--- src/serial_grid_led_command_decoder_top_defines.svh ---
// Shared assertion macros
`ifndef SERIAL_GRID_LED_COMMAND_DECODER_TOP_DEFINES_SVH
`define SERIAL_GRID_LED_COMMAND_DECODER_TOP_DEFINES_SVH
`define SGL_ASSERT_IMP(label, clk_s, rst_n, a, c, msg) \
label: assert property (@(posedge clk_s) disable iff (!rst_n) (a) |-> (c)) else $error(msg);
`define SGL_ASSERT_NXT(label, clk_s, rst_n, a, c, msg) \
label: assert property (@(posedge clk_s) disable iff (!rst_n) (a) |=> (c)) else $error(msg);
`endif

--- src/sgl_pkg.sv ---
`default_nettype none
package sgl_pkg;
	localparam int LED_COUNT_DEF = 256;
	localparam int NAME_BYTES = 32;
	localparam int RING_LEDS = 64;

	localparam logic [1:0] KIND_RESP = 2'd0;
	localparam logic [1:0] KIND_KEY = 2'd1;
	localparam logic [1:0] KIND_DELTA = 2'd2;
	localparam logic [1:0] KIND_LEVEL = 2'd3;

	localparam logic [7:0] OP_QUERY = 8'h00;
	localparam logic [7:0] OP_ID = 8'h01;
	localparam logic [7:0] OP_NAME = 8'h02;
	localparam logic [7:0] OP_GRIDQ = 8'h03;
	localparam logic [7:0] OP_SIZE = 8'h05;
	localparam logic [7:0] OP_OFF = 8'h10;
	localparam logic [7:0] OP_ON = 8'h11;
	localparam logic [7:0] OP_ALL0 = 8'h12;
	localparam logic [7:0] OP_ALL1 = 8'h13;
	localparam logic [7:0] OP_MAP = 8'h14;
	localparam logic [7:0] OP_ROW = 8'h15;
	localparam logic [7:0] OP_COL = 8'h16;
	localparam logic [7:0] OP_LALL = 8'h17;
	localparam logic [7:0] OP_LSET = 8'h18;
	localparam logic [7:0] OP_LALL2 = 8'h19;
	localparam logic [7:0] OP_LMAP = 8'h1A;
	localparam logic [7:0] OP_LROW = 8'h1B;
	localparam logic [7:0] OP_LCOL = 8'h1C;
	localparam logic [7:0] OP_KUP = 8'h20;
	localparam logic [7:0] OP_KDN = 8'h21;
	localparam logic [7:0] OP_DELTA = 8'h50;
	localparam logic [7:0] OP_ASET = 8'h90;
	localparam logic [7:0] OP_AALL = 8'h91;
	localparam logic [7:0] OP_AMAP = 8'h92;
	localparam logic [7:0] OP_ARANGE = 8'h93;

	localparam logic [1:0] REG_ROWS = 2'd0;
	localparam logic [1:0] REG_COLS = 2'd1;
	localparam logic [1:0] REG_THR = 2'd2;

	typedef enum logic [3:0] {
		ST_IDLE, ST_RESP, ST_NAMERD, ST_NAMEOUT, ST_FILL, ST_WRITE, ST_LOOP,
		ST_PAIR, ST_READ, ST_READOUT
	} state_t;

	typedef enum logic [2:0] {
		WS_NONE, WS_GRID, WS_ARC, WS_ALL
	} wsel_t;

	typedef struct packed {
		logic       arg_we;
		logic [1:0] arg_idx;
		logic       name_we;
		logic [4:0] name_idx;
		logic       wr_en;
		wsel_t      wsel;
		logic [8:0] wx;
		logic [8:0] wy;
		logic [7:0] wlevel;
		logic       rd_name;
		logic       rd_led;
		logic [7:0] rd_idx;
	} dp_cmd_t;

	function automatic logic [5:0] cmd_length(input logic [7:0] op);
		case (op)
			8'h17, 8'h19, 8'h51, 8'h52: cmd_length = 6'd2;
			8'h06, 8'h08, 8'h10, 8'h11, 8'h15, 8'h16, 8'h20, 8'h21, 8'h50,
			8'h91: cmd_length = 6'd3;
			8'h04, 8'h18, 8'h90: cmd_length = 6'd4;
			8'h93: cmd_length = 6'd5;
			8'h1B, 8'h1C: cmd_length = 6'd7;
			8'h0F: cmd_length = 6'd9;
			8'h14: cmd_length = 6'd11;
			8'h02: cmd_length = 6'd33;
			8'h92: cmd_length = 6'd34;
			8'h1A: cmd_length = 6'd35;
			default: cmd_length = 6'd1;
		endcase
	endfunction

	function automatic logic [8:0] wrap_block(input logic [7:0] v);
		logic [7:0] w;
		begin
			w = (v > 8'd16) ? (v & 8'h0F) : v;
			wrap_block = {1'b0, w & 8'hF8};
		end
	endfunction
endpackage
`default_nettype wire

--- src/sgl_datapath.sv ---
`default_nettype none
`include "serial_grid_led_command_decoder_top_defines.svh"
module sgl_datapath import sgl_pkg::*; #(
	parameter int LED_COUNT = LED_COUNT_DEF
) (
	input  wire logic       clk,
	input  wire logic       arst_n,
	input  wire dp_cmd_t    cmd,
	input  wire logic [7:0] arg_data,
	input  wire logic [4:0] grid_rows,
	input  wire logic [4:0] grid_columns,
	output logic [7:0]      arg_q [4],
	output logic [7:0]      rd_data_q
);
	localparam int AW = $clog2(LED_COUNT);
	logic [7:0] led_mem [LED_COUNT];
	logic [7:0] name_mem [NAME_BYTES];
	logic [13:0] gidx;
	logic [15:0] aidx;
	logic        hit;
	logic [AW-1:0] waddr;

	always_comb begin
		gidx = 14'(cmd.wy) * 14'(grid_columns) + 14'(cmd.wx);
		aidx = 16'(cmd.wy) * 16'(RING_LEDS) + 16'(cmd.wx);
		hit = 1'b0;
		waddr = '0;
		case (cmd.wsel)
			WS_GRID: begin
				hit = (cmd.wx < 9'(grid_columns)) && (cmd.wy < 9'(grid_rows))
					&& (gidx < 14'(LED_COUNT));
				waddr = gidx[AW-1:0];
			end
			WS_ARC: begin
				hit = aidx < 16'(LED_COUNT);
				waddr = aidx[AW-1:0];
			end
			WS_ALL: begin
				hit = 1'b1;
				waddr = AW'({cmd.wy, cmd.wx});
			end
			default: hit = 1'b0;
		endcase
	end

	always_ff @(posedge clk) begin
		if (cmd.wr_en && hit)
			led_mem[waddr] <= cmd.wlevel;
		if (cmd.rd_name)
			rd_data_q <= name_mem[cmd.name_idx];
		else if (cmd.rd_led)
			rd_data_q <= (int'(cmd.rd_idx) < LED_COUNT) ? led_mem[AW'(cmd.rd_idx)] : 8'd0;
	end

	always_ff @(posedge clk or negedge arst_n) begin
		if (!arst_n) begin
			for (int i = 0; i < 4; i++)
				arg_q[i] <= 8'd0;
			for (int i = 0; i < NAME_BYTES; i++)
				name_mem[i] <= 8'd0;
		end else begin
			if (cmd.arg_we)
				arg_q[cmd.arg_idx] <= arg_data;
			if (cmd.name_we)
				name_mem[cmd.name_idx] <= arg_data;
		end
	end

	`SGL_ASSERT_IMP(a_one_read, clk, arst_n, cmd.rd_name, !cmd.rd_led, "two reads")
	`SGL_ASSERT_IMP(a_no_rw_name, clk, arst_n, cmd.name_we, !cmd.rd_name, "name rw")
	`SGL_ASSERT_IMP(a_wsel, clk, arst_n, cmd.wr_en, cmd.wsel != WS_NONE, "write no sel")
endmodule
`default_nettype wire

--- src/sgl_controller.sv ---
`default_nettype none
`include "serial_grid_led_command_decoder_top_defines.svh"
module sgl_controller import sgl_pkg::*; #(
	parameter int LED_COUNT = LED_COUNT_DEF
) (
	input  wire logic       clk,
	input  wire logic       arst_n,
	input  wire logic       in_valid,
	output logic            in_stall,
	input  wire logic       func,
	input  wire logic [7:0] byte_in,
	input  wire logic [7:0] led_index,
	output logic            out_valid,
	input  wire logic       out_stall,
	output logic [1:0]      kind,
	output logic [7:0]      out_byte,
	output logic [7:0]      key_x,
	output logic [7:0]      key_y,
	output logic            key_pressed,
	output logic [7:0]      arc_ring,
	output logic signed [7:0] arc_delta,
	output logic [7:0]      led_level,
	output logic            last,
	input  wire logic [4:0] grid_rows,
	input  wire logic [4:0] grid_columns,
	input  wire logic [3:0] mono_threshold,
	input  wire logic [7:0] arg_q [4],
	input  wire logic [7:0] rd_data_q,
	output dp_cmd_t         cmd,
	output logic [7:0]      arg_data
);
	localparam int CW = ($clog2(LED_COUNT + 1) < 9) ? 9 : $clog2(LED_COUNT + 1);
	state_t state_q, state_d;
	logic [7:0] code_q, code_d;
	logic [5:0] rem_q, rem_d;
	logic [5:0] pos_q, pos_d;
	logic [7:0] byte_q, byte_d;
	logic [CW-1:0] cnt_q, cnt_d;
	logic [8:0] lim_q, lim_d;
	logic [1:0] step_q, step_d;
	logic       ended_q, ended_d;
	logic [4:0] quads_q, quads_d;
	logic [4:0] qrem_q, qrem_d;
	logic       ov_q, ov_d;
	logic [1:0] okind_q, okind_d;
	logic [7:0] ob_q, ob_d, kx_q, kx_d, ky_q, ky_d, ar_q, ar_d, ad_q, ad_d, lv_q, lv_d;
	logic       kp_q, kp_d, last_q, last_d;
	logic [5:0] z;
	logic [3:0] nib;
	logic [7:0] thr;
	logic       take;
	logic [5:0] len;

	assign in_stall = (state_q != ST_IDLE) || ov_q;
	assign take = in_valid && !in_stall;
	assign len = cmd_length(byte_in);
	assign out_valid = ov_q;
	assign kind = okind_q;
	assign out_byte = ob_q;
	assign key_x = kx_q;
	assign key_y = ky_q;
	assign key_pressed = kp_q;
	assign arc_ring = ar_q;
	assign arc_delta = ad_q;
	assign led_level = lv_q;
	assign last = last_q;

	always_ff @(posedge clk or negedge arst_n) begin
		if (!arst_n) begin
			state_q <= ST_FILL;
			code_q <= '0; rem_q <= '0; pos_q <= '0; byte_q <= '0; cnt_q <= '0;
			lim_q <= '0; step_q <= '0; ended_q <= 1'b0; quads_q <= '0; qrem_q <= '0;
			ov_q <= 1'b0; okind_q <= '0; ob_q <= '0; kx_q <= '0; ky_q <= '0;
			ar_q <= '0; ad_q <= '0; lv_q <= '0; kp_q <= 1'b0; last_q <= 1'b0;
		end else begin
			state_q <= state_d;
			code_q <= code_d; rem_q <= rem_d; pos_q <= pos_d; byte_q <= byte_d;
			cnt_q <= cnt_d; lim_q <= lim_d; step_q <= step_d; ended_q <= ended_d;
			quads_q <= quads_d; qrem_q <= qrem_d; ov_q <= ov_d; okind_q <= okind_d;
			ob_q <= ob_d; kx_q <= kx_d; ky_q <= ky_d; ar_q <= ar_d; ad_q <= ad_d;
			lv_q <= lv_d; kp_q <= kp_d; last_q <= last_d;
		end
	end

	always_comb begin
		state_d = state_q; code_d = code_q; rem_d = rem_q; pos_d = pos_q;
		byte_d = byte_q; cnt_d = cnt_q; lim_d = lim_q; step_d = step_q;
		ended_d = ended_q; quads_d = quads_q; qrem_d = qrem_q; ov_d = ov_q;
		okind_d = okind_q; ob_d = ob_q; kx_d = kx_q; ky_d = ky_q; ar_d = ar_q;
		ad_d = ad_q; lv_d = lv_q; kp_d = kp_q; last_d = last_q;
		cmd = '0;
		cmd.wsel = WS_NONE;
		arg_data = byte_in;
		z = '0; nib = '0; thr = '0;
		if (ov_q && !out_stall)
			ov_d = 1'b0;
		case (state_q)
			ST_IDLE: begin
				if (take && func) begin
					cmd.rd_led = 1'b1;
					cmd.rd_idx = led_index;
					state_d = ST_READOUT;
				end else if (take) begin
					if (rem_q == 6'd0) begin
						code_d = byte_in;
						pos_d = '0;
						if (len == 6'd1) begin
							cnt_d = '0;
							step_d = '0;
							quads_d = '0;
							qrem_d = grid_columns;
							case (byte_in)
								OP_QUERY, OP_GRIDQ, OP_SIZE: state_d = ST_RESP;
								OP_ID: state_d = ST_RESP;
								OP_ALL0, OP_ALL1: state_d = ST_FILL;
								default: code_d = OP_QUERY;
							endcase
							if (byte_in != OP_QUERY && state_d == ST_IDLE)
								code_d = '0;
						end else begin
							rem_d = len - 6'd1;
						end
					end else begin
						byte_d = byte_in;
						rem_d = rem_q - 6'd1;
						pos_d = pos_q + 6'd1;
						cnt_d = '0;
						step_d = '0;
						case (code_q)
							OP_NAME: begin
								if (pos_q < 6'(NAME_BYTES)) begin
									cmd.name_we = 1'b1;
									cmd.name_idx = pos_q[4:0];
								end
							end
							OP_MAP, OP_LMAP, OP_LROW, OP_LCOL: begin
								if (pos_q < 6'd2) begin
									cmd.arg_we = 1'b1;
									cmd.arg_idx = pos_q[1:0];
								end else begin
									state_d = (code_q == OP_MAP) ? ST_LOOP : ST_PAIR;
								end
							end
							OP_AMAP: begin
								if (pos_q < 6'd1) begin
									cmd.arg_we = 1'b1;
									cmd.arg_idx = 2'd0;
								end else begin
									state_d = ST_PAIR;
								end
							end
							default: begin
								if (pos_q < 6'd4) begin
									cmd.arg_we = 1'b1;
									cmd.arg_idx = pos_q[1:0];
								end
							end
						endcase
						if (rem_q == 6'd1 && state_d == ST_IDLE)
							state_d = ST_WRITE;
					end
				end
			end
			ST_LOOP: begin
				cmd.wr_en = 1'b1;
				cmd.wsel = WS_GRID;
				cmd.wlevel = byte_q[cnt_q[2:0]] ? 8'd15 : 8'd0;
				case (code_q)
					OP_ROW: begin
						cmd.wx = wrap_block(arg_q[0]) + 9'(cnt_q[2:0]);
						cmd.wy = {1'b0, arg_q[1]};
						cmd.wlevel = arg_q[2][cnt_q[2:0]] ? 8'd15 : 8'd0;
					end
					OP_COL: begin
						cmd.wx = {1'b0, arg_q[0]};
						cmd.wy = wrap_block(arg_q[1]) + 9'(cnt_q[2:0]);
						cmd.wlevel = arg_q[2][cnt_q[2:0]] ? 8'd15 : 8'd0;
					end
					OP_AALL: begin
						cmd.wsel = WS_ARC;
						cmd.wx = 9'(cnt_q);
						cmd.wy = {1'b0, arg_q[0]};
						cmd.wlevel = arg_q[1];
					end
					OP_ARANGE: begin
						cmd.wsel = WS_ARC;
						cmd.wx = 9'(cnt_q);
						cmd.wy = {1'b0, arg_q[0]};
						cmd.wlevel = arg_q[3];
					end
					default: begin
						cmd.wx = wrap_block(arg_q[0]) + 9'(cnt_q[2:0]);
						cmd.wy = wrap_block(arg_q[1]) + 9'(pos_q - 6'd3);
					end
				endcase
				if (code_q == OP_ARANGE) begin
					if (cnt_q >= CW'(lim_q)) begin
						cmd.wr_en = 1'b0;
						if (step_q == 2'd0 && !(arg_q[1] < arg_q[2])) begin
							step_d = 2'd1;
							cnt_d = '0;
							lim_d = {1'b0, arg_q[2]};
						end else begin
							state_d = ST_IDLE;
						end
					end else begin
						cnt_d = cnt_q + 1'b1;
					end
				end else begin
					cnt_d = cnt_q + 1'b1;
					if (cnt_q == ((code_q == OP_AALL) ? CW'(RING_LEDS - 1) : CW'(7)))
						state_d = ST_IDLE;
				end
				if (state_d == ST_IDLE && rem_q == 6'd0) begin
					code_d = '0;
					pos_d = '0;
				end
			end
			ST_PAIR: begin
				cmd.wr_en = 1'b1;
				cmd.wsel = WS_GRID;
				z = ((pos_q - ((code_q == OP_AMAP) ? 6'd2 : 6'd3)) << 1) + 6'(step_q[0]);
				nib = step_q[0] ? byte_q[3:0] : byte_q[7:4];
				thr = (nib > mono_threshold) ? {4'd0, nib} : 8'd0;
				cmd.wlevel = thr;
				case (code_q)
					OP_LMAP: begin
						cmd.wx = wrap_block(arg_q[0]) + 9'(z[2:0]);
						cmd.wy = wrap_block(arg_q[1]) + 9'(z[5:3]);
					end
					OP_LROW: begin
						cmd.wx = wrap_block(arg_q[0]) + 9'(z);
						cmd.wy = wrap_block(arg_q[1]);
					end
					OP_LCOL: begin
						cmd.wx = wrap_block(arg_q[0]);
						cmd.wy = wrap_block(arg_q[1]) + 9'(z);
					end
					default: begin
						cmd.wsel = WS_ARC;
						cmd.wx = 9'(z);
						cmd.wy = {1'b0, arg_q[0]};
						cmd.wlevel = {4'd0, nib};
					end
				endcase
				step_d = step_q + 2'd1;
				if (step_q[0]) begin
					state_d = ST_IDLE;
					if (rem_q == 6'd0) begin
						code_d = '0;
						pos_d = '0;
					end
				end
			end
			ST_WRITE: begin
				state_d = ST_IDLE;
				code_d = '0;
				pos_d = '0;
				cnt_d = '0;
				step_d = '0;
				case (code_q)
					OP_OFF, OP_ON, OP_LSET: begin
						cmd.wr_en = 1'b1;
						cmd.wsel = WS_GRID;
						cmd.wx = {1'b0, arg_q[0]};
						cmd.wy = {1'b0, arg_q[1]};
						cmd.wlevel = (code_q == OP_OFF) ? 8'd0 :
							(code_q == OP_ON) ? 8'd15 : arg_q[2];
					end
					OP_ASET: begin
						cmd.wr_en = 1'b1;
						cmd.wsel = WS_ARC;
						cmd.wx = {1'b0, arg_q[1]};
						cmd.wy = {1'b0, arg_q[0]};
						cmd.wlevel = arg_q[2];
					end
					OP_LALL, OP_LALL2: begin
						state_d = ST_FILL;
						code_d = code_q;
					end
					OP_ROW, OP_COL, OP_AALL: begin
						state_d = ST_LOOP;
						code_d = code_q;
					end
					OP_ARANGE: begin
						state_d = ST_LOOP;
						code_d = code_q;
						cnt_d = CW'(arg_q[1]);
						lim_d = (arg_q[1] < arg_q[2]) ? {1'b0, arg_q[2]} : 9'(RING_LEDS);
					end
					OP_KUP, OP_KDN: begin
						ov_d = 1'b1; okind_d = KIND_KEY; last_d = 1'b1;
						ob_d = '0; kx_d = arg_q[0]; ky_d = arg_q[1];
						kp_d = (code_q == OP_KDN); ar_d = '0; ad_d = '0; lv_d = '0;
					end
					OP_DELTA: begin
						ov_d = 1'b1; okind_d = KIND_DELTA; last_d = 1'b1;
						ob_d = '0; kx_d = '0; ky_d = '0; kp_d = 1'b0;
						ar_d = arg_q[0]; ad_d = arg_q[1]; lv_d = '0;
					end
					default: ;
				endcase
			end
			ST_FILL: begin
				cmd.wr_en = 1'b1;
				cmd.wsel = WS_ALL;
				{cmd.wy, cmd.wx} = 18'(cnt_q);
				cmd.wlevel = (code_q == OP_ALL0) ? 8'd0 :
					(code_q == OP_ALL1) ? 8'd15 : arg_q[0];
				cnt_d = cnt_q + 1'b1;
				if (cnt_q == CW'(LED_COUNT - 1)) begin
					state_d = ST_IDLE;
					code_d = '0;
				end
			end
			ST_RESP: begin
				if (code_q == OP_QUERY && qrem_q >= grid_rows && grid_rows != 5'd0) begin
					qrem_d = qrem_q - grid_rows;
					quads_d = quads_q + 5'd1;
				end else if (!ov_q || !out_stall) begin
					ov_d = 1'b1; okind_d = KIND_RESP; ob_d = '0; kx_d = '0; ky_d = '0;
					kp_d = 1'b0; ar_d = '0; ad_d = '0; lv_d = '0; last_d = 1'b0;
					cnt_d = cnt_q + 1'b1;
					case (code_q)
						OP_QUERY: begin
							case (cnt_q[2:0])
								3'd1: ob_d = 8'd1;
								3'd2, 3'd5: ob_d = {3'd0, quads_q};
								3'd4: ob_d = 8'd2;
								default: ob_d = 8'd0;
							endcase
							last_d = (cnt_q[2:0] == 3'd5);
						end
						OP_GRIDQ: begin
							ob_d = (cnt_q[1:0] == 2'd0) ? 8'd2 :
								(cnt_q[1:0] == 2'd1) ? 8'd1 : 8'd0;
							last_d = (cnt_q[1:0] == 2'd3);
						end
						OP_SIZE: begin
							ob_d = (cnt_q[1:0] == 2'd0) ? 8'd3 :
								(cnt_q[1:0] == 2'd1) ? {3'd0, grid_columns} :
								{3'd0, grid_rows};
							last_d = (cnt_q[1:0] == 2'd2);
						end
						default: begin
							ob_d = 8'd1;
							ended_d = 1'b0;
							state_d = ST_NAMERD;
							cnt_d = '0;
						end
					endcase
					if (last_d) begin
						state_d = ST_IDLE;
						code_d = '0;
					end
				end
			end
			ST_NAMERD: begin
				cmd.rd_name = 1'b1;
				cmd.name_idx = cnt_q[4:0];
				state_d = ST_NAMEOUT;
			end
			ST_NAMEOUT: begin
				if (!ov_q || !out_stall) begin
					ov_d = 1'b1; okind_d = KIND_RESP;
					ended_d = ended_q || (rd_data_q == 8'd0);
					ob_d = ended_d ? 8'd0 : rd_data_q;
					last_d = (cnt_q == CW'(NAME_BYTES - 1));
					cnt_d = cnt_q + 1'b1;
					if (last_d) begin
						state_d = ST_IDLE;
						code_d = '0;
					end else begin
						state_d = ST_NAMERD;
					end
				end
			end
			ST_READOUT: begin
				ov_d = 1'b1; okind_d = KIND_LEVEL; ob_d = '0; kx_d = '0; ky_d = '0;
				kp_d = 1'b0; ar_d = '0; ad_d = '0; lv_d = rd_data_q; last_d = 1'b1;
				state_d = ST_IDLE;
			end
			default: state_d = ST_IDLE;
		endcase
	end

	`SGL_ASSERT_IMP(a_idle_take, clk, arst_n, take, state_q == ST_IDLE, "take busy")
	`SGL_ASSERT_NXT(a_read_out, clk, arst_n, take && func, state_q == ST_READOUT,
		"read lost")
	`SGL_ASSERT_IMP(a_hold, clk, arst_n, ov_q && out_stall, ov_d, "result dropped")
endmodule
`default_nettype wire

--- src/sgl_cfg_regs.sv ---
`default_nettype none
module sgl_cfg_regs import sgl_pkg::*; (
	input  wire logic        clk,
	input  wire logic        arst_n,
	input  wire logic        psel,
	input  wire logic        penable,
	input  wire logic        pwrite,
	input  wire logic [3:0]  paddr,
	input  wire logic [31:0] pwdata,
	output logic [31:0]      prdata,
	output logic             pready,
	output logic [4:0]       grid_rows,
	output logic [4:0]       grid_columns,
	output logic [3:0]       mono_threshold
);
	logic [4:0] rows_q, cols_q;
	logic [3:0] thr_q;
	logic       we;
	assign pready = 1'b1;
	assign we = psel && penable && pwrite;
	assign grid_rows = rows_q;
	assign grid_columns = cols_q;
	assign mono_threshold = thr_q;

	always_ff @(posedge clk or negedge arst_n) begin
		if (!arst_n) begin
			rows_q <= '0; cols_q <= '0; thr_q <= '0;
		end else if (we && paddr[1:0] == 2'd0 && paddr[3:2] == REG_ROWS) begin
			rows_q <= pwdata[4:0];
		end else if (we && paddr[1:0] == 2'd0 && paddr[3:2] == REG_COLS) begin
			cols_q <= pwdata[4:0];
		end else if (we && paddr[1:0] == 2'd0 && paddr[3:2] == REG_THR) begin
			thr_q <= pwdata[3:0];
		end
	end

	always_comb begin
		case (paddr[3:2])
			REG_ROWS: prdata = {27'd0, rows_q};
			REG_COLS: prdata = {27'd0, cols_q};
			REG_THR:  prdata = {28'd0, thr_q};
			default:  prdata = 32'd0;
		endcase
	end
endmodule
`default_nettype wire

--- src/serial_grid_led_command_decoder_top.sv ---
`default_nettype none
// Serial grid/arc LED command decoder. Host bytes (func 0) are parsed into
// fixed-length commands; a level read (func 1) registers the LED memory entry
// and then the result in the read-out state. After reset the block clears
// every LED memory entry, one entry per cycle, and stalls its input meanwhile.
// Pattern bytes are written as two levels each (level pairs) or eight bits
// each (bit maps); row and column writes set eight LEDs, arc ring writes a
// whole ring, arc range writes a run of arc positions, and fill commands every
// LED. Responses go out one item per cycle when not stalled; the status query
// first divides by repeated subtraction, and the name query reads each name
// entry in a read state before sending it. The next item is taken only after
// every result of the previous one has left.
module serial_grid_led_command_decoder_top import sgl_pkg::*; #(
	parameter int LED_COUNT = LED_COUNT_DEF
) (
	input  wire logic        clk,
	input  wire logic        arst_n,
	input  wire logic        in_valid,
	output logic             in_stall,
	input  wire logic        func,
	input  wire logic [7:0]  byte_in,
	input  wire logic [7:0]  led_index,
	output logic             out_valid,
	input  wire logic        out_stall,
	output logic [1:0]       kind,
	output logic [7:0]       out_byte,
	output logic [7:0]       key_x,
	output logic [7:0]       key_y,
	output logic             key_pressed,
	output logic [7:0]       arc_ring,
	output logic signed [7:0] arc_delta,
	output logic [7:0]       led_level,
	output logic             last,
	input  wire logic        psel,
	input  wire logic        penable,
	input  wire logic        pwrite,
	input  wire logic [3:0]  paddr,
	input  wire logic [31:0] pwdata,
	output logic [31:0]      prdata,
	output logic             pready
);
	logic [4:0] grid_rows, grid_columns;
	logic [3:0] mono_threshold;
	logic [7:0] arg_q [4];
	logic [7:0] rd_data_q;
	logic [7:0] arg_data;
	dp_cmd_t    cmd;

	sgl_cfg_regs u_cfg (
		.clk, .arst_n, .psel, .penable, .pwrite, .paddr, .pwdata, .prdata, .pready,
		.grid_rows, .grid_columns, .mono_threshold
	);

	sgl_controller #(.LED_COUNT(LED_COUNT)) u_ctrl (
		.clk, .arst_n, .in_valid, .in_stall, .func, .byte_in, .led_index,
		.out_valid, .out_stall, .kind, .out_byte, .key_x, .key_y, .key_pressed,
		.arc_ring, .arc_delta, .led_level, .last, .grid_rows, .grid_columns,
		.mono_threshold, .arg_q, .rd_data_q, .cmd, .arg_data
	);

	sgl_datapath #(.LED_COUNT(LED_COUNT)) u_dp (
		.clk, .arst_n, .cmd, .arg_data, .grid_rows, .grid_columns, .arg_q, .rd_data_q
	);
endmodule
`default_nettype wire
--- config.mk ---
export PLATFORM = sky130hd
export DESIGN_NAME = serial_grid_led_command_decoder_top
export DESIGN_NICKNAME = d
export VERILOG_FILES = /design/src/sgl_pkg.sv /design/src/sgl_datapath.sv /design/src/sgl_controller.sv /design/src/sgl_cfg_regs.sv /design/src/serial_grid_led_command_decoder_top.sv
export VERILOG_INCLUDE_DIRS = /design/src /design/src/src
export SDC_FILE = /design/constraint.sdc
export NUM_CORES = 2
export LEC_CHECK = 0
export BUFFER_PORTS_ARGS = -buffer_cell sky130_fd_sc_hd__buf_2
export CAP_MARGIN = 20
export CORE_AREA = 3 3 356 622
export CTS_BUF_LIST = sky130_fd_sc_hd__clkbuf_4
export CTS_CLUSTER_DIAMETER = 200
export DETAILED_ROUTE_END_ITERATION = 6
export DIE_AREA = 0 0 359 625
export PLACE_DENSITY_LB_ADDON = 0.12
export SLEW_MARGIN = 25
export SYNTH_ARGS = -nofsm -noshare
export SYNTH_HDL_FRONTEND = slang
export SYNTH_SLANG_ARGS = --single-unit
--- constraint.sdc ---
create_clock -name clk -period 28.3 [get_ports clk]
set_input_delay 2.83 -clock clk [delete_from_list [all_inputs] [get_ports clk]]
set_output_delay 2.83 -clock clk [all_outputs]
set_load 0.05 [all_outputs]
==> results.sh <==
export IMPL_switching_share=0.314
export IMPL_yosysTopAreaCell="edfxtp_1"
export IMPL_grt_use_met2=0.542
export IMPL_async_reset_ff_frac=0.169
export IMPL_clock_latency_ns=1.29
export IMPL_gr_usage_met3=0.0559
export IMPL_synth_cell_types=90
export IMPL_ant_nets=0
export IMPL_worst_ep_required_time_ns=29.15
export IMPL_ys_seq_area_frac=0.667
export IMPL_cap_viol_max_count=0
export IMPL_viasPerCell=6.25
export IMPL_clkTransAtPathRegs_ns=0.06
export IMPL_numCtsBuffers=585
export IMPL_num_rows=226
export IMPL_maxSlewViolCount=0
export IMPL_final_util=0.557
export IMPL_drc=0
export IMPL_hold_buffers=0
export IMPL_syn_area_per_cell_um2=12.8
export IMPL_clock_path_buffers=4
export IMPL_yosys_top_cells_area="edfxtp_1 (57%), dfrtp_1 (9.6%), nand2_1 (5.4%), mux2i_1 (3.6%), mux2_2 (2.5%)"
export IMPL_cts_setup_buffers=0
export IMPL_power_switching_mw=2.63
export IMPL_period_share=0.393
export IMPL_critPathArrivalTime_ns=11.96
export IMPL_core_region_area_um2=217000
export IMPL_wire_per_inst_um=29.7
export IMPL_port_buffers=91
export IMPL_start_util=0.499
export IMPL_worst_pin_slew_ns=1.21
export IMPL_grt_first_pass_wirelength_um=517000
export IMPL_max_freq_mhz=90.0
export IMPL_pwr_share_seq=0.491
export IMPL_die_x_um=359
export IMPL_dp_hpwl_um=231000
export IMPL_first_iter_violations=7118
export IMPL_tns_ns=0
export IMPL_worstSetupPathType="reg -> reg"
export IMPL_die_h_um=625
export IMPL_fin_crit_ns=11.12
export IMPL_track_usage=0.313
export IMPL_grt_pass1_vias=75938
export IMPL_syn_inst=8476
export IMPL_min_path_type="reg -> reg"
export IMPL_gp_congestion=0.975
export IMPL_cts_htree_levels=6
export IMPL_setup_violations=0
export IMPL_vdd_drop_max_mv=0.0796
export IMPL_clock_root_buffer="clkbuf_4"
export IMPL_powerDensity_nw_per_um2=69.4
export IMPL_yosysWarnings=0
export IMPL_routed_wl_um=359000
export IMPL_path_max_fanout=75
export IMPL_dieArea_um2=224000
export IMPL_cp_end_kind="flop"
export IMPL_pwr_share_clk=0.334
export IMPL_relSlewSlack=0.188
export IMPL_busiest_layer="met2"
export IMPL_cts_resized_gates=0
export IMPL_fin_total_pwr_mw=8.37
export IMPL_comb_power_share=0.175
export IMPL_cp_start_kind="flop"
export IMPL_synth_edff_count=2056
export IMPL_drive_gt1_frac=0.188
export IMPL_vias=75579
export IMPL_status="finished, final reports clean"
export IMPL_rsz0062_at_grt="no"
export IMPL_max_stage_delay_ns=0.95
export IMPL_area_growth_synth_to_final_pct=11.4
export IMPL_synth_top_area_share=0.571
export IMPL_leakage_nw=43.9
export IMPL_overflow=0
export IMPL_ioPinCount=147
export IMPL_ys_flop_type="edfxtp_1"
export IMPL_cpMaxStageDelayCell="nor4_2"
export IMPL_ys_ff_latch=2473
export IMPL_grt_antenna_before_repair=14
export IMPL_skew_ns=0.0848
export IMPL_netlist_area_um2=108000
export IMPL_cell_internal_pwr_mw=5.74
export IMPL_dr_pass1_iters=6
export IMPL_grt_met1_usage=0.331
export IMPL_final_nets=9015
export IMPL_timing_hold_violations_final=0
export IMPL_cts_tree="yes"
export IMPL_grt_max_degree=189
export IMPL_cts_sinks=2473
-- per-layer routing --
layer	vias up	wire, µm	share of wire
li1	33250	-	-
met1	37751	120000	0.33
met2	3425	182000	0.51
met3	1143	23300	0.065
met4	10	33700	0.094
met5	-	64	0.00018
-- synth_stat cells (57+ instances only) --
cell type and n:
edfxtp_1 2056, nand2_1 1565, clkbuf_1 439, dfrtp_1 416, mux2i_1 389, nand3_1 327, a211oi_1 290, nor3_1 261
o21ai_0 256, and3_1 248, mux2_2 240, a31oi_1 227, nor2_1 166, a21oi_1 117, inv_1 115, a221oi_1 103
nor4_1 100, buf_2 98, buf_1 96, a32oi_1 91, ha_1 84, o22ai_1 68, o211ai_1 57
-- cell families (layout without fill, tap and decap cells) --
family          after synthesis  in the layout  synth area share
compound gates             1534           1534             0.100
flops                      2473           2473             0.667
buf+inv                     778           1503            0.0291
fa+ha+maj                   119            119            0.0162
xor+xnor                     26             26           0.00210
other cells                   2             48         0.0000694
simple gates               2908           2908             0.123
mux                         636            636            0.0621
-- power groups by stage --
stage	logic (mW)	clock network (mW)	registers (mW)
finish	1.47	2.79	4.11
global route	1.54	3.03	4.11
CTS	1.43	2.85	4.10
detailed placement	1.43	0	4.18
global placement	1.41	0	4.18
floorplan	0.795	0	4.18
-- sequential cells by signal, summed over array words and instances, names as in the netlist, 2 cells and up --
signal / cells
u_cfg.grid_columns: 5
u_cfg.grid_rows: 5
u_cfg.mono_threshold: 4
u_ctrl.arc_delta: 8
u_ctrl.arc_ring: 8
u_ctrl.byte_q: 8
u_ctrl.cnt_q: 9
u_ctrl.code_q: 8
u_ctrl.key_x: 8
u_ctrl.key_y: 8
u_ctrl.kind: 2
u_ctrl.led_level: 8
u_ctrl.lim_q: 8
u_ctrl.out_byte: 8
u_ctrl.pos_q: 6
u_ctrl.qrem_q: 5
u_ctrl.quads_q: 5
u_ctrl.rem_q: 6
u_ctrl.state_q: 4
u_ctrl.step_q: 2
u_dp.arg_q: 32
u_dp.led_mem: 2048
u_dp.name_mem: 256
u_dp.rd_data_q: 8
-- per-stage QoR --
| stage | std cells | hold slack, ns | instance area (µm²) | worst slack (ns) |
|---|---|---|---|---|
| 2_1_floorplan | 8507 | 0.442 | 108000 | 14.51 |
| 3_3_place_gp | 11091 | 0.453 | 113000 | 17.13 |
| 3_5_place_dp | 11095 | 0.462 | 113000 | 17.14 |
| 4_1_cts | 12078 | 0.476 | 120000 | 17.06 |
| 5_1_grt | 12086 | 0.499 | 121000 | 16.75 |
| 6_report | 12097 | 0.471 | 121000 | 17.18 |
-- path summary, 6_finish.rpt --
| kind | startpoint | endpoint | slack, ns | cells after the start |
|---|---|---|---|---|
| max | u_ctrl.code_q[1]$_DFFE_PN0P_ | u_dp.led_mem[26][1]$_DFFE_PP_ | 17.18 | 31 |
| min | u_ctrl.key_y[0]$_DFFE_PN0P_ | u_ctrl.key_y[0]$_DFFE_PN0P_ | 0.47 | 2 |
| max reg2reg | u_ctrl.code_q[1]$_DFFE_PN0P_ | u_dp.led_mem[26][1]$_DFFE_PP_ | 17.18 | 31 |
| min reg2reg | u_ctrl.key_y[0]$_DFFE_PN0P_ | u_ctrl.key_y[0]$_DFFE_PN0P_ | 0.47 | 2 |
| max in group asynchronous | arst_n | u_dp.name_mem[92]$_DFFE_PN0P_ | 22.16 | 6 |
| min in group asynchronous | arst_n | u_ctrl.quads_q[2]$_DFFE_PN0P_ | 1.54 | 1 |
-- area by class of cell --
type | instances | area [µm²]
Clock buffer | 813 | 6100
Antenna cell | 15 | 37.5
Fill cell | 18298 | 96000
Inverter | 117 | 447
Multi-Input combinational cell | 5256 | 34200
Sequential cell | 2473 | 72200
Tap cell | 2850 | 3570
Timing Repair Buffer | 403 | 3120
Clock inverter | 170 | 888
-- placed cells by master (no fill, tap or decap), types with 57 or more instances in the layout --
master    synthesis  routed
a221oi_1        103     103
a21oi_1         117     114
inv_1           115     115
a31oi_1         227     227
nor2_1          166     162
ha_1             84      84
o21ai_0         256     253
clkbuf_4          0     813
nor3_2            4      89
buf_4            28     285
o211ai_1         57      57
clkinv_1          1     115
and3_1          248     248
nand2_1        1565    1554
a32oi_1          91      91
buf_2            98      90
a211oi_1        290     285
mux2i_1         389     388
nor3_1          261     175
o22ai_1          68      68
nand3_1         327     324
edfxtp_1       2056    2056
dfrtp_1         416     416
mux2_2          240     240
-- worst max-delay path: cells and delay by family (launching register included) --
family | cells | cell delay (ns)
AO/OA/AOI/OAI | 8 | 2.69
adder cells (fa/ha/maj) | 8 | 2.87
buffers and inverters | 6 | 1.21
XOR/XNOR | 1 | 0.27
multiplexers | 1 | 0.12
AND/OR/NAND/NOR | 7 | 2.49
flip-flops | 1 | 0.75
Power figures use the tool's default switching activity.
